`src/sv/mbup_pkg.sv`:
```
`timescale 1ns / 1ps
// mbup_pkg: types and constants shared by the MIDI byte to USB-MIDI packet encoder
// no dependencies

package mbup_pkg;

    // MIDI byte classes and special status bytes
    localparam logic [7:0] STATUS_NONE    = 8'h00;
    localparam logic [7:0] REALTIME_FIRST = 8'hF8;
    localparam logic [7:0] SYSEX_START    = 8'hF0;
    localparam logic [7:0] SYSEX_END      = 8'hF7;
    localparam logic [7:0] TUNE_REQUEST   = 8'hF6;
    localparam logic [7:0] SONG_POSITION  = 8'hF2;
    localparam logic [7:0] BUS_SELECT     = 8'hF5;
    localparam logic [7:0] PROG_CHANGE    = 8'hC0;
    localparam logic [7:0] PITCH_BEND     = 8'hE0;

    // code index numbers
    localparam logic [3:0] CIN_COMMON2    = 4'h2;
    localparam logic [3:0] CIN_COMMON3    = 4'h3;
    localparam logic [3:0] CIN_SYSEX_CONT = 4'h4;
    localparam logic [3:0] CIN_SYSEX_END1 = 4'h5;
    localparam logic [3:0] CIN_SYSEX_END2 = 4'h6;
    localparam logic [3:0] CIN_SYSEX_END3 = 4'h7;
    localparam logic [3:0] CIN_REALTIME   = 4'hF;

    // parser phase, one-hot
    typedef enum logic [5:0] {
        PH_EMPTY     = 6'b000001,
        PH_FULL      = 6'b000010,
        PH_FULLCLEAR = 6'b000100,
        PH_SYSEX0    = 6'b001000,
        PH_SYSEX1    = 6'b010000,
        PH_SYSEX2    = 6'b100000
    } phase_t;

    // parser state carried between items
    typedef struct packed {
        logic [7:0] status;
        phase_t     phase;
        logic [7:0] held_first;
        logic [7:0] held_second;
    } parse_state_t;

    // one result item
    typedef struct packed {
        logic       valid;
        logic [3:0] cin;
        logic [7:0] byte0;
        logic [7:0] byte1;
        logic [7:0] byte2;
    } packet_t;

endpackage

```
`src/sv/midi_bytes_to_usb_packet.sv`:
```
`timescale 1ns / 1ps
// midi_bytes_to_usb_packet: serial MIDI bytes to USB-MIDI event packets, cable 0
// depends on mbup_pkg and mbup_decode
//
//  channel | handshake            | payload
//  --------+----------------------+---------------------------------------------
//  in      | in_valid / in_stall  | midi_byte
//  out     | out_valid / out_stall| packet_valid, code_index, event_byte0..2
//
// every accepted byte gives exactly one result item, passing the input register and then the result register
// one byte per cycle sustained while out_stall is low: input register, decode, result register
// parser state updates as an item moves from the input register to the result register
// rst_n clears valids and parser state; payload registers are not reset
// out_stall holds the result; the input register still fills while it is empty

module midi_bytes_to_usb_packet (
    input  logic       clk,
    input  logic       rst_n,
    input  logic       in_valid,
    output logic       in_stall,
    input  logic [7:0] midi_byte,
    output logic       out_valid,
    input  logic       out_stall,
    output logic       packet_valid,
    output logic [3:0] code_index,
    output logic [7:0] event_byte0,
    output logic [7:0] event_byte1,
    output logic [7:0] event_byte2
);
    import mbup_pkg::*;

    logic         in_valid_reg;
    logic [7:0]   byte_reg;
    logic         out_valid_reg;
    packet_t      pkt_reg;
    packet_t      pkt_next;
    parse_state_t state_reg;
    parse_state_t state_next;
    logic         out_free;
    logic         advance;

    // handshake control
    assign out_free = !out_valid_reg || !out_stall;
    assign advance  = in_valid_reg && out_free;
    assign in_stall = in_valid_reg && !out_free;

    // input register
    always_ff @(posedge clk or negedge rst_n)
    begin
        if (!rst_n)
            in_valid_reg <= 1'b0;
        else if (!in_stall)
            in_valid_reg <= in_valid;
    end

    always_ff @(posedge clk)
    begin
        if (!in_stall && in_valid)
            byte_reg <= midi_byte;
    end

    // packet decode
    mbup_decode u_decode (
        .midi_byte (byte_reg),
        .cur       (state_reg),
        .nxt       (state_next),
        .pkt       (pkt_next)
    );

    // parser state
    always_ff @(posedge clk or negedge rst_n)
    begin
        if (!rst_n)
            state_reg <= '{STATUS_NONE, PH_EMPTY, 8'h00, 8'h00};
        else if (advance)
            state_reg <= state_next;
    end

    // result register
    always_ff @(posedge clk or negedge rst_n)
    begin
        if (!rst_n)
            out_valid_reg <= 1'b0;
        else if (out_free)
            out_valid_reg <= in_valid_reg;
    end

    always_ff @(posedge clk)
    begin
        if (advance)
            pkt_reg <= pkt_next;
    end

    assign out_valid    = out_valid_reg;
    assign packet_valid = pkt_reg.valid;
    assign code_index   = pkt_reg.cin;
    assign event_byte0  = pkt_reg.byte0;
    assign event_byte1  = pkt_reg.byte1;
    assign event_byte2  = pkt_reg.byte2;

    // an empty result carries all-zero fields
    a_empty_zero: assert property (@(posedge clk) disable iff (!rst_n)
        (out_valid && !packet_valid) |->
            (code_index == 4'h0 && event_byte0 == 8'h00 &&
             event_byte1 == 8'h00 && event_byte2 == 8'h00))
        else $error("empty result with nonzero fields");

    // real-time packets carry a real-time byte
    a_realtime_byte: assert property (@(posedge clk) disable iff (!rst_n)
        (out_valid && packet_valid && code_index == CIN_REALTIME) |->
            (event_byte0 >= REALTIME_FIRST))
        else $error("real-time code with non real-time byte");

    // a held item is neither lost nor decoded twice
    a_hold_item: assert property (@(posedge clk) disable iff (!rst_n)
        (in_valid_reg && !out_free) |=> (in_valid_reg && $stable(byte_reg)
            && $stable(state_reg)))
        else $error("held input item changed");

    // parser state only moves with a decoded item
    a_state_moves: assert property (@(posedge clk) disable iff (!rst_n)
        !advance |=> $stable(state_reg))
        else $error("parser state changed without an item");

endmodule

```
`src/sv/mbup_decode.sv`:
```
`timescale 1ns / 1ps
// mbup_decode: combinational next-state and packet logic for one MIDI byte
// depends on mbup_pkg

module mbup_decode (
    input  logic [7:0]            midi_byte,
    input  mbup_pkg::parse_state_t cur,
    output mbup_pkg::parse_state_t nxt,
    output mbup_pkg::packet_t      pkt
);
    import mbup_pkg::*;

    logic [7:0] st;

    assign st = cur.status;

    always_comb
    begin
        nxt = cur;
        pkt = '0;
        if (midi_byte >= REALTIME_FIRST)
        begin
            // real-time passes straight through, state untouched
            pkt = '{1'b1, CIN_REALTIME, midi_byte, 8'h00, 8'h00};
        end
        else if (midi_byte[7])
        begin
            // status byte
            nxt.status = midi_byte;
            if (midi_byte == SYSEX_START)
            begin
                nxt.phase      = PH_SYSEX1;
                nxt.held_first = midi_byte;
            end
            else
            begin
                if (midi_byte == TUNE_REQUEST)
                begin
                    pkt        = '{1'b1, CIN_SYSEX_END1, midi_byte, 8'h00, 8'h00};
                    nxt.status = STATUS_NONE;
                end
                else if (midi_byte == SYSEX_END)
                begin
                    // close sysex with whatever is held; stray end gives nothing
                    if (cur.phase == PH_SYSEX0)
                        pkt = '{1'b1, CIN_SYSEX_END1, midi_byte, 8'h00, 8'h00};
                    else if (cur.phase == PH_SYSEX1)
                        pkt = '{1'b1, CIN_SYSEX_END2, cur.held_first, midi_byte, 8'h00};
                    else if (cur.phase == PH_SYSEX2)
                        pkt = '{1'b1, CIN_SYSEX_END3, cur.held_first, cur.held_second,
                                midi_byte};
                    nxt.status = STATUS_NONE;
                end
                nxt.phase = PH_EMPTY;
            end
        end
        else
        begin
            // data byte
            unique case (cur.phase)
                PH_EMPTY:
                begin
                    if (st == STATUS_NONE)
                    begin
                        // no status, byte dropped
                    end
                    else if (st < PROG_CHANGE || (st >= PITCH_BEND && st < SYSEX_START))
                    begin
                        nxt.phase      = PH_FULL;
                        nxt.held_first = midi_byte;
                    end
                    else if (st < PITCH_BEND)
                    begin
                        pkt = '{1'b1, st[7:4], st, midi_byte, 8'h00};
                    end
                    else if (st == SONG_POSITION || st == BUS_SELECT)
                    begin
                        nxt.phase      = PH_FULLCLEAR;
                        nxt.held_first = midi_byte;
                    end
                    else
                    begin
                        pkt        = '{1'b1, CIN_COMMON2, st, midi_byte, 8'h00};
                        nxt.status = STATUS_NONE;
                    end
                end
                PH_FULL:
                begin
                    nxt.phase = PH_EMPTY;
                    pkt       = '{1'b1, st[7:4], st, cur.held_first, midi_byte};
                end
                PH_FULLCLEAR:
                begin
                    nxt.phase  = PH_EMPTY;
                    nxt.status = STATUS_NONE;
                    pkt        = '{1'b1, CIN_COMMON3, st, cur.held_first, midi_byte};
                end
                PH_SYSEX0:
                begin
                    nxt.phase      = PH_SYSEX1;
                    nxt.held_first = midi_byte;
                end
                PH_SYSEX1:
                begin
                    nxt.phase       = PH_SYSEX2;
                    nxt.held_second = midi_byte;
                end
                PH_SYSEX2:
                begin
                    nxt.phase = PH_SYSEX0;
                    pkt       = '{1'b1, CIN_SYSEX_CONT, cur.held_first, cur.held_second,
                                  midi_byte};
                end
                default:
                begin
                    // unused codes: data ignored
                end
            endcase
        end
    end

endmodule
```
`config.mk`:
```
export PLATFORM = sky130hd
export DESIGN_NAME = midi_bytes_to_usb_packet
export DESIGN_NICKNAME = d
export VERILOG_FILES = /design/src/sv/mbup_pkg.sv /design/src/sv/midi_bytes_to_usb_packet.sv /design/src/sv/mbup_decode.sv
export SDC_FILE = /design/constraint.sdc
export NUM_CORES = 1
export LEC_CHECK = 0
export ABC_CLOCK_PERIOD_IN_PS = 3600
export BUFFER_PORTS_ARGS = -buffer_cell sky130_fd_sc_hd__buf_2
export CAP_MARGIN = 20
export CORE_ASPECT_RATIO = 1.25
export CORE_UTILIZATION = 39
export CTS_CLUSTER_DIAMETER = 60
export DETAILED_ROUTE_END_ITERATION = 10
export GPL_TIMING_DRIVEN = 0
export PLACE_DENSITY_LB_ADDON = 0.25
export SYNTH_ARGS = -nofsm -noshare
export SYNTH_HDL_FRONTEND = slang
export SYNTH_SLANG_ARGS = --single-unit
```
`constraint.sdc`:
```
create_clock -name clk -period 3.6 [get_ports clk]
set_input_delay 0.54 -clock clk [delete_from_list [all_inputs] [get_ports clk]]
set_output_delay 0.54 -clock clk [all_outputs]
set_load 0.03 [all_outputs]
```
After elaboration in Yosys (flattened, before gate mapping)
Cells that the tools add are included.

Output and inout bits: 31. Input port bits: 12. Logic and storage cells: 85. Register bits: 68.

Bitwise gates (word level): 2. Equality and inequality tests: 18. Reductions and logical operators: 20. Mux-type cells: 28. $lt $le $gt $ge: 5.

Operators by type and width (count): two-way mux 29 bit (11); one-hot mux 29 bit (4 select lines) (1); two-way mux 22 bit (3); two-way mux 8 bit (6); equality test 8 bit, second input constant (5); one-hot mux 8 bit (2 select lines) (2); one-hot mux 6 bit (5 select lines) (1); two-way mux 14 bit (2); less-than comparator 8 bit, second input constant (3); two-way mux 24 bit (1); greater-or-equal comparator 8 bit, second input constant (2); AND reduction 7 bit (2); inequality test 3 bit, second input constant (4); zero test 8 bit (1); equality test 6 x 1 -> 1 bit, second input constant (1); equality test 6 x 2 -> 1 bit, second input constant (1); equality test 6 x 3 -> 1 bit, second input constant (1); equality test 6 x 4 -> 1 bit, second input constant (1); equality test 6 x 5 -> 1 bit, second input constant (1); equality test 6 bit, second input constant (1); AND reduction 6 bit (1); nonzero test 3 bit (2); nonzero test 6 bit (1); two-way mux 5 bit (1); other kinds (9) (18).

Logic depth before layout (Yosys ltp)
Gate-level depths: netlist of the first run.

Word-level depth: 9. Depth in mapped cells: 8. Gate-level depth less buffers: 5.

Cells and area by module
Synthesis of the first run repeated with hierarchy kept, for this count alone.

Cell total of the unflattened synthesis: 350. Area total of the unflattened synthesis: 3953.8 sq um.

Modules (own cells, without submodules): midi_bytes_to_usb_packet (area each 2337.2 sq um, seq. area each 1913.1 sq um, instances 1, cells an instance 108); mbup_decode (area each 1616.6 sq um, seq. area each 0.0 sq um, instances 1, cells an instance 242).

Worst setup path after synthesis of the first run
OpenSTA, ideal clock, no wires.

Kind: reg-to-reg. Start point: register out_valid_reg, in the netlist out_valid. End point: register state_reg[20] (netlist bit). Arrival time: 3293 ps. Slack: 182 ps. Setup time: 125 ps. Buffers on the path: 1. Required time: 3475 ps. Cell stages (with the launch flop): 6. Period minus slack after synthesis: 3418 ps. Cell sequence: dfrtp_1 a21boi_1 o211ai_2 buf_4 nor3_2 mux2_4.

Cells in the longest elaborated chain, start to end: 4.

Ends and longest elaborated chain: from (decl) (RTL line midi_bytes_to_usb_packet.sv:34) `logic out_valid_reg;`; from (signal assigned) (RTL line midi_bytes_to_usb_packet.sv:85) `out_valid_reg <= in_valid_reg;`; zero test 1 bit (RTL line midi_bytes_to_usb_packet.sv:43) `assign out_free = !out_valid_reg || !out_stall;`; logical OR 1 bit (RTL line midi_bytes_to_usb_packet.sv:43); logical AND 1 bit (RTL line midi_bytes_to_usb_packet.sv:44) `assign advance = in_valid_reg && out_free;`; named net advance (RTL line midi_bytes_to_usb_packet.sv:40) `logic advance;`; AND reduction 6 bit (no line); to (signal assigned) (RTL line midi_bytes_to_usb_packet.sv:74) `state_reg <= '{STATUS_NONE, PH_EMPTY, 8'h00, 8'h00};`; to (signal assigned) (RTL line midi_bytes_to_usb_packet.sv:76) `state_reg <= state_next;`; to (decl) (RTL line midi_bytes_to_usb_packet.sv:37) `parse_state_t state_reg;`.

The timed path passes the listed nets, and every way through them passes these cells. A chain may end at the register's enable or synchronous reset.

Worst setup path after layout of the first run
Start point: register byte_reg[5]. End point: register state_reg[11] (netlist bit).

Cells in the longest elaborated chain, start to end: 3. Elaborated cells on any way between the ends: 5. Those cells by class: order compare: 1; eq/ne: 2; bitwise: 1; reduce/logical: 1.

Ends and longest elaborated chain: from (decl) (RTL line midi_bytes_to_usb_packet.sv:33) `logic [7:0] byte_reg;`; from (signal assigned) (RTL line midi_bytes_to_usb_packet.sv:59) `byte_reg <= midi_byte;`; greater-or-equal comparator 8 bit or equality test 8 bit (tied branches) (RTL line mbup_decode.sv:21, mbup_decode.sv:30); NOT 1 bit (no line) or inequality test 2 x 1 -> 1 bit (tied branches); AND reduction 7 bit (no line) *.

Mark *: on every way between the ends. The rest lies on a longest branch, timed or not.

==> results of run 1 <==
-- synth_stat cells (2+ instances only) --
| library cell | number | area (µm²) |
|---|---|---|
| sky130_fd_sc_hd__o21ai_0 | 14 | 70.1 |
| sky130_fd_sc_hd__nand2_1 | 27 | 101 |
| sky130_fd_sc_hd__and2_1 | 12 | 75.1 |
| sky130_fd_sc_hd__edfxtp_1 | 37 | 1110 |
| sky130_fd_sc_hd__nand2b_1 | 5 | 31.3 |
| sky130_fd_sc_hd__a221oi_1 | 3 | 26.3 |
| sky130_fd_sc_hd__o31ai_1 | 2 | 15.0 |
| sky130_fd_sc_hd__nor4_4 | 2 | 42.5 |
| sky130_fd_sc_hd__and2_0 | 2 | 12.5 |
| sky130_fd_sc_hd__buf_2 | 4 | 20.0 |
| sky130_fd_sc_hd__nor3b_2 | 2 | 25.0 |
| sky130_fd_sc_hd__a21o_1 | 6 | 45.0 |
| sky130_fd_sc_hd__nand3_1 | 14 | 70.1 |
| sky130_fd_sc_hd__nor3_2 | 3 | 30.0 |
| sky130_fd_sc_hd__or4_1 | 2 | 15.0 |
| sky130_fd_sc_hd__nor2b_1 | 2 | 12.5 |
| sky130_fd_sc_hd__nor3_1 | 4 | 20.0 |
| sky130_fd_sc_hd__xor2_1 | 4 | 35.0 |
| sky130_fd_sc_hd__mux2_2 | 14 | 158 |
| sky130_fd_sc_hd__buf_4 | 4 | 30.0 |
| sky130_fd_sc_hd__clkbuf_1 | 7 | 26.3 |
| sky130_fd_sc_hd__a21oi_1 | 11 | 55.1 |
| sky130_fd_sc_hd__nand4_1 | 8 | 50.1 |
| sky130_fd_sc_hd__nor2_1 | 8 | 30.0 |
| sky130_fd_sc_hd__o21ai_1 | 2 | 10.0 |
| sky130_fd_sc_hd__a221o_1 | 5 | 50.1 |
| sky130_fd_sc_hd__dfrtp_1 | 30 | 751 |
| sky130_fd_sc_hd__nor4_1 | 4 | 25.0 |
| sky130_fd_sc_hd__a211oi_1 | 2 | 15.0 |
| sky130_fd_sc_hd__buf_6 | 3 | 33.8 |
| sky130_fd_sc_hd__a22o_1 | 12 | 105 |
| sky130_fd_sc_hd__inv_1 | 4 | 15.0 |
-- metal layers --
layer  vias to the layer above  routed length, µm
met2                       113               4110
met1                      1322               3830
met5                         -                  0
met3                        23                456
li1                       1248                  -
met4                         0                227
-- final cells by class --
cell class	instances	area, µm²	share of cell area (%)
clock buffers	11	131	3.20
flip-flops and latches	68	1890	46.0
multi-input cells	206	1490	36.3
plain buffers	19	114	2.78
clock inverters	5	76.3	1.86
inverters	4	15.0	0.366
repair buffers	43	238	5.80
well taps	120	150	3.66
-- stage by stage --
stage                     cells  hold WS, ns  setup TNS, ns
after global routing        476        0.294              0
after detailed placement    460        0.476              0
after floorplan             297        0.244              0
final                       476        0.244              0
after global placement      459        0.454         -16.97
after CTS                   476        0.265              0
-- power groups by stage --
stage | Clock, mW | Sequential, mW | Combinational [mW]
final | 0.669 | 1.08 | 0.644
after global routing | 0.731 | 1.09 | 0.701
after CTS | 0.687 | 1.07 | 0.643
after detailed placement | 0 | 1.09 | 0.642
after global placement | 0 | 1.09 | 0.625
after floorplan | 0 | 1.12 | 0.424
-- worst min path at each step --
stage               cells after the start  slack, ns       endpoint
floorplan                               0       0.24   in_valid_reg
finish                                  1       0.24      out_valid
global route                            1       0.29   state_reg[1]
CTS                                     1       0.27  state_reg[19]
detailed placement                      1       0.48      out_valid
global placement                        1       0.45      out_valid
-- cell families (layout without fill, tap and decap cells) --
| logic type | count (synthesis) | in the layout | synth area share, % |
|---|---|---|---|
| flops | 68 | 68 | 54.0 |
| mux | 16 | 16 | 5.23 |
| buf+inv | 23 | 82 | 3.69 |
| xor+xnor | 4 | 4 | 1.00 |
| simple gates | 105 | 105 | 18.2 |
| compound gates | 81 | 81 | 17.8 |
==> flow_summary_export.csv, run 1 <==
group,metric,value,unit
routing,routed_wirelength,8.63,mm
final_layout,commonest_non_fill_non_tap_cell_in_the_layout,"sky130_fd_sc_hd__buf_2",
floorplanning,die-height,108,µm
floorplanning,die_area,9340,µm²
yosys,ys_seq_area_share,54.0,%
yosys,yosys_most_used_dff,"sky130_fd_sc_hd__edfxtp_1",
routing,drcViolationCount,0,
place,dpl.hpwl,6.15,mm
pwr,irDropWorstVdd,0.000193,V
global_routing,global_route.usage.total,20.3,%
pwr,switching_share,32.8,%
pwr,power.static_leakage,1.72,nW
timing,finalClockSkew,0.00782,ns
clock_network,h_tree_levels,3,
setup_path,critical_path.endpoint_type,"flop",
global_routing,overflow,0,
yosys,yosys.cell_types.count,70,
clock_network,post-cts-setup-buffer-count,0,
setup_path,worstSetupStartpointType,"flop",
yosys,yosysWarningCount,0,
clock_network,cts.root.buffer_cell,"sky130_fd_sc_hd__clkbuf_8",
setup_path,crit_required,3.83,ns
clock_network,max-clock-path-buffers,2,
clock_network,number_of_sinks_driven_by_the_clock_tree,68,
timing,worst-slew-pin-transition,0.788,ns
timing,period_minus_slack,2.40,ns
timing,slew_headroom,47.0,%
clock_network,insertion_delay,0.35,ns
timing,postLayoutSetupSlackWorst,1.20,ns
place,place_worst_setup_slack,1.15,ns
global_routing,initial_antenna_violation_count,0,
clock_network,tritoncts.num_buffers,9,
global_routing,wire_length_of_the_first_global_routing_pass,14.1,mm
yosys,synth_seq_cells,68,
setup_path,r2r-start,"byte_reg[5]",
setup_path,timing.critical_path.to,"state_reg[11]",
setup_path,critical_path.slowest_cell,"sky130_fd_sc_hd__edfxtp_1",
routing,drt-wirelength-per-cell,18.1,µm
routing,detailedRoute.firstIterationViolations,283,
final_layout,insertedDiodeCount,0,
setup_path,critical_path_cell_list,"and4_1, nand2_1, o211ai_2, a211oi_4, mux2_2",
global_routing,routing_usage_on_met1,27.1,%
pwr,cell_pwr_density,583,nW/µm²
setup_path,critPathMaxStageDelay,0.58,ns
status,outcome,"completed",
clock_network,cts_resized,0,
routing,drt_first_pass_iters,4,
yosys,synth-edff-count,37,
yosys,post_synth_instance_area,3490,µm²
pwr,p_clk_share,28.0,%
floorplanning,start_util,40.1,%
setup_path,worst_r2r_endpoint,"state_reg[11]",
timing,final_setup_violation_count,0,
floorplanning,core_region_area,8700,µm²
final_layout,final_design_area_no_fill,4100,µm²
global_routing,met2_usage,31.1,%
clock_network,path_clk_slew,0.07,ns
yosys,post_synth.cell_area_avg,11.8,µm²
setup_path,worst-path-max-fanout,9,
timing,final_clock_period_utilization_by_the_worst_path,66.7,%
yosys,synth_nets,309,
setup_path,path_class,"reg2reg",
final_layout,finalNetCount,363,
pwr,fin_total_pwr,2.39,mW
setup_path,worst-endpoint-arrival,2.63,ns
floorplanning,placement_rows,38,
pwr,seqPwrFrac,45.1,%
global_routing,use_met3,3.91,%
yosys,syn-instance-count,297,
timing,maxClockFrequency,417,MHz
timing,grt_setup_unrepaired,"no",
routing,routed_via_density,5.68,
final_layout,most_used_cells_in_the_layout_excluding_fill_and_tap_cells,"sky130_fd_sc_hd__buf_2, sky130_fd_sc_hd__edfxtp_1, sky130_fd_sc_hd__dfrtp_1",
floorplanning,die_width,86.7,µm
routing,route.antenna.remaining_nets,0,
setup_path,cp_top_family,"compound AO/OA/AOI/OAI gates",
pwr,p_sw,0.784,mW
clock_network,cts_hold_buf,0,
final_layout,layout-drive-gt1-share,28.7,%
place,io_buffers,42,
final_layout,layout-area-overhead-vs-synth,17.4,%
place,placed_cell_area,3890,µm²
clock_network,cts_tree,"yes",
setup_path,reg2regPathDepth,5,
place,finalWeightedCongestion,0.945,
pwr,internal_power,1.61,mW
floorplanning,boundaryPins,43,
final_layout,filler_cell_count,842,
setup_path,worst_setup_path_startpoint,"byte_reg[5]",
setup_path,worst_path_buf_inv,0,
setup_path,critical_path_depth,5,
final_layout,final_util,47.1,%
job,maxCapViolCount,0,
routing,vias,2706,
timing,hold_violations_final,0,
final_layout,largest_register_ffs,29,
yosys,synthArstFlopShare,45.6,%
global_routing,grt_pass1_vias,2657,
timing,drv_slew,0,
pwr,power_frac_comb,26.9,%
hold_path,hold_class,"in2async",
setup_path,regToRegSetupSlack,1.20,ns
global_routing,grt.busiest_layer,"met2",
global_routing,largest_net_degree_at_the_start_of_global_routing,32,
Power figures use the tool's default switching activity.
==> inputs of run 2 (changes only) <==
ABC_CLOCK_PERIOD_IN_PS = 2400   (was 3600)
clock period = 2.4 ns   (was 3.6 ns; I/O delays follow)
==> flow_summary_export.csv, run 2 (synthesis gave the netlist of run 1 again) <==
group,metric,value,unit
place,placed_cell_area,3860,µm²
clock_network,cts.root.buffer_cell,"sky130_fd_sc_hd__clkbuf_8",
pwr,power.static_leakage,1.73,nW
global_routing,global_route.usage.total,21.0,%
routing,routed_via_density,5.68,
setup_path,path_class,"reg2reg",
clock_network,cts_hold_buf,0,
global_routing,largest_net_degree_at_the_start_of_global_routing,32,
timing,period_minus_slack,2.34,ns
timing,maxClockFrequency,427,MHz
pwr,cell_pwr_density,872,nW/µm²
pwr,irDropWorstVdd,0.000326,V
setup_path,worst_setup_path_startpoint,"byte_reg[5]",
setup_path,worst-path-max-fanout,10,
final_layout,finalNetCount,365,
clock_network,tritoncts.num_buffers,9,
pwr,switching_share,33.2,%
floorplanning,die-height,108,µm
timing,drv_slew,0,
final_layout,final-seq-area,1890,µm²
clock_network,h_tree_levels,3,
setup_path,regToRegSetupSlack,0.06,ns
routing,drcViolationCount,0,
clock_network,insertion_delay,0.36,ns
timing,grt_setup_unrepaired,"yes",
final_layout,commonest_non_fill_non_tap_cell_in_the_layout,"sky130_fd_sc_hd__buf_2",
place,dp_cells,459,
global_routing,grt.busiest_layer,"met2",
clock_network,cts_tree,"yes",
final_layout,layout-drive-gt1-share,30.2,%
setup_path,critical_path.endpoint_type,"flop",
global_routing,grt_pass1_vias,2608,
final_layout,layout-area-overhead-vs-synth,17.9,%
status,outcome,"completed",
routing,drt_first_pass_iters,6,
floorplanning,start_util,40.1,%
timing,slew_headroom,30.5,%
pwr,seqPwrFrac,45.0,%
floorplanning,boundaryPins,43,
final_layout,insertedDiodeCount,0,
global_routing,overflow,0,
floorplanning,placement_rows,38,
global_routing,initial_antenna_violation_count,0,
global_routing,met2_usage,33.5,%
routing,detailedRoute.firstIterationViolations,296,
place,dpl.hpwl,6.11,mm
pwr,power_frac_comb,27.2,%
clock_network,number_of_sinks_driven_by_the_clock_tree,68,
global_routing,routing_usage_on_met1,27.0,%
floorplanning,die_width,86.7,µm
clock_network,max-clock-path-buffers,2,
setup_path,r2r-start,"byte_reg[5]",
place,io_buffers,42,
global_routing,use_met3,5.14,%
pwr,p_sw,1.19,mW
setup_path,worst-endpoint-arrival,2.59,ns
hold_path,hold_class,"in2async",
place,finalWeightedCongestion,0.933,
setup_path,worst_r2r_endpoint,"state_reg[20]",
final_layout,filler_cell_count,812,
floorplanning,core_region_area,8700,µm²
final_layout,most_used_cells_in_the_layout_excluding_fill_and_tap_cells,"sky130_fd_sc_hd__buf_2, sky130_fd_sc_hd__edfxtp_1, sky130_fd_sc_hd__dfrtp_1",
floorplanning,die_area,9340,µm²
pwr,p_clk_share,27.7,%
final_layout,final_design_area_no_fill,4120,µm²
routing,vias,2717,
job,maxCapViolCount,0,
routing,route.antenna.remaining_nets,0,
timing,final_clock_period_utilization_by_the_worst_path,97.7,%
timing,final_setup_violation_count,0,
timing,finalClockSkew,0.00865,ns
routing,routed_wirelength,8.96,mm
final_layout,finish.cell_count_without_fillers,478,
pwr,fin_total_pwr,3.59,mW
setup_path,crit_required,2.64,ns
setup_path,reg2regPathDepth,6,
final_layout,largest_register_ffs,29,
pwr,internal_power,2.40,mW
routing,drt-wirelength-per-cell,18.7,µm
timing,worst-slew-pin-transition,1.04,ns
final_layout,multiInputGateArea,1510,µm²
clock_network,path_clk_slew,0.07,ns
setup_path,worstSetupStartpointType,"flop",
timing,hold_violations_final,0,
global_routing,wire_length_of_the_first_global_routing_pass,14.3,mm
setup_path,timing.critical_path.to,"state_reg[20]",
[run 2: power groups by stage]
stage | logic, mW | clock network, mW | registers (mW)
3_3_place_gp | 0.939 | 0 | 1.63
2_1_floorplan | 0.638 | 0 | 1.67
4_1_cts | 0.961 | 1.02 | 1.61
5_1_grt | 1.06 | 1.09 | 1.64
6_report | 0.978 | 0.996 | 1.62
3_5_place_dp | 0.956 | 0 | 1.63
[run 2: critical path, cell delays in order, from the launching register on]
cell and delay [ns]:
sky130_fd_sc_hd__edfxtp_1 0.57, sky130_fd_sc_hd__and4_1 0.29, sky130_fd_sc_hd__nand2_1 0.32, sky130_fd_sc_hd__o211ai_2 0.20
sky130_fd_sc_hd__buf_4 0.24, sky130_fd_sc_hd__nor3_2 0.27, sky130_fd_sc_hd__mux2_4 0.33
[run 2: metal layers]
layer	vias up	part of all wire (%)
li1	1252	-
met3	17	5.6
met5	-	0
met2	123	49
met4	0	2.2
met1	1325	43
[run 2: area by class of cell]
class | count | area share (%)
Inverter | 4 | 0.365
Timing Repair Buffer | 44 | 5.47
Tap cell | 120 | 3.65
Multi-Input combinational cell | 207 | 36.7
Buffer | 19 | 2.77
Sequential cell | 68 | 45.9
Clock inverter | 3 | 1.09
Clock buffer | 13 | 4.10
[run 2: metrics by stage]
| step | setup TNS (ns) | hold WS (ns) | setup slack [ns] | util, % |
|---|---|---|---|---|
| 2_1_floorplan | 0 | 0.0644 | 0.0698 | - |
| 3_3_place_gp | -3.68 | 0.458 | -0.242 | 44.4 |
| 3_5_place_dp | -4.53 | 0.465 | -0.285 | 44.4 |
| 4_1_cts | 0 | 0.0813 | 0.0467 | 47.0 |
| 5_1_grt | -0.0125 | 0.107 | -0.00739 | 47.3 |
| 6_report | 0 | 0.0654 | 0.0556 | 47.3 |
[run 2: worst min-delay path by stage]
| stage | start | end | slack (ns) | cells past startpoint |
|---|---|---|---|---|
| 2_1_floorplan | rst_n | in_valid_reg | 0.06 | 0 |
| 3_3_place_gp | rst_n | state_reg[10] | 0.46 | 1 |
| 3_5_place_dp | rst_n | state_reg[10] | 0.46 | 1 |
| 4_1_cts | rst_n | state_reg[6] | 0.08 | 1 |
| 5_1_grt | rst_n | state_reg[1] | 0.11 | 1 |
| 6_report | rst_n | state_reg[9] | 0.07 | 1 |
[run 2: timing repair]
item / CTS / global route
pin swaps: 1 / 1
cloned: 1 / 0
resized for setup: 0 / 2
endpoints found under the setup margin: 23 / 20
buffers inserted: 0 / 2
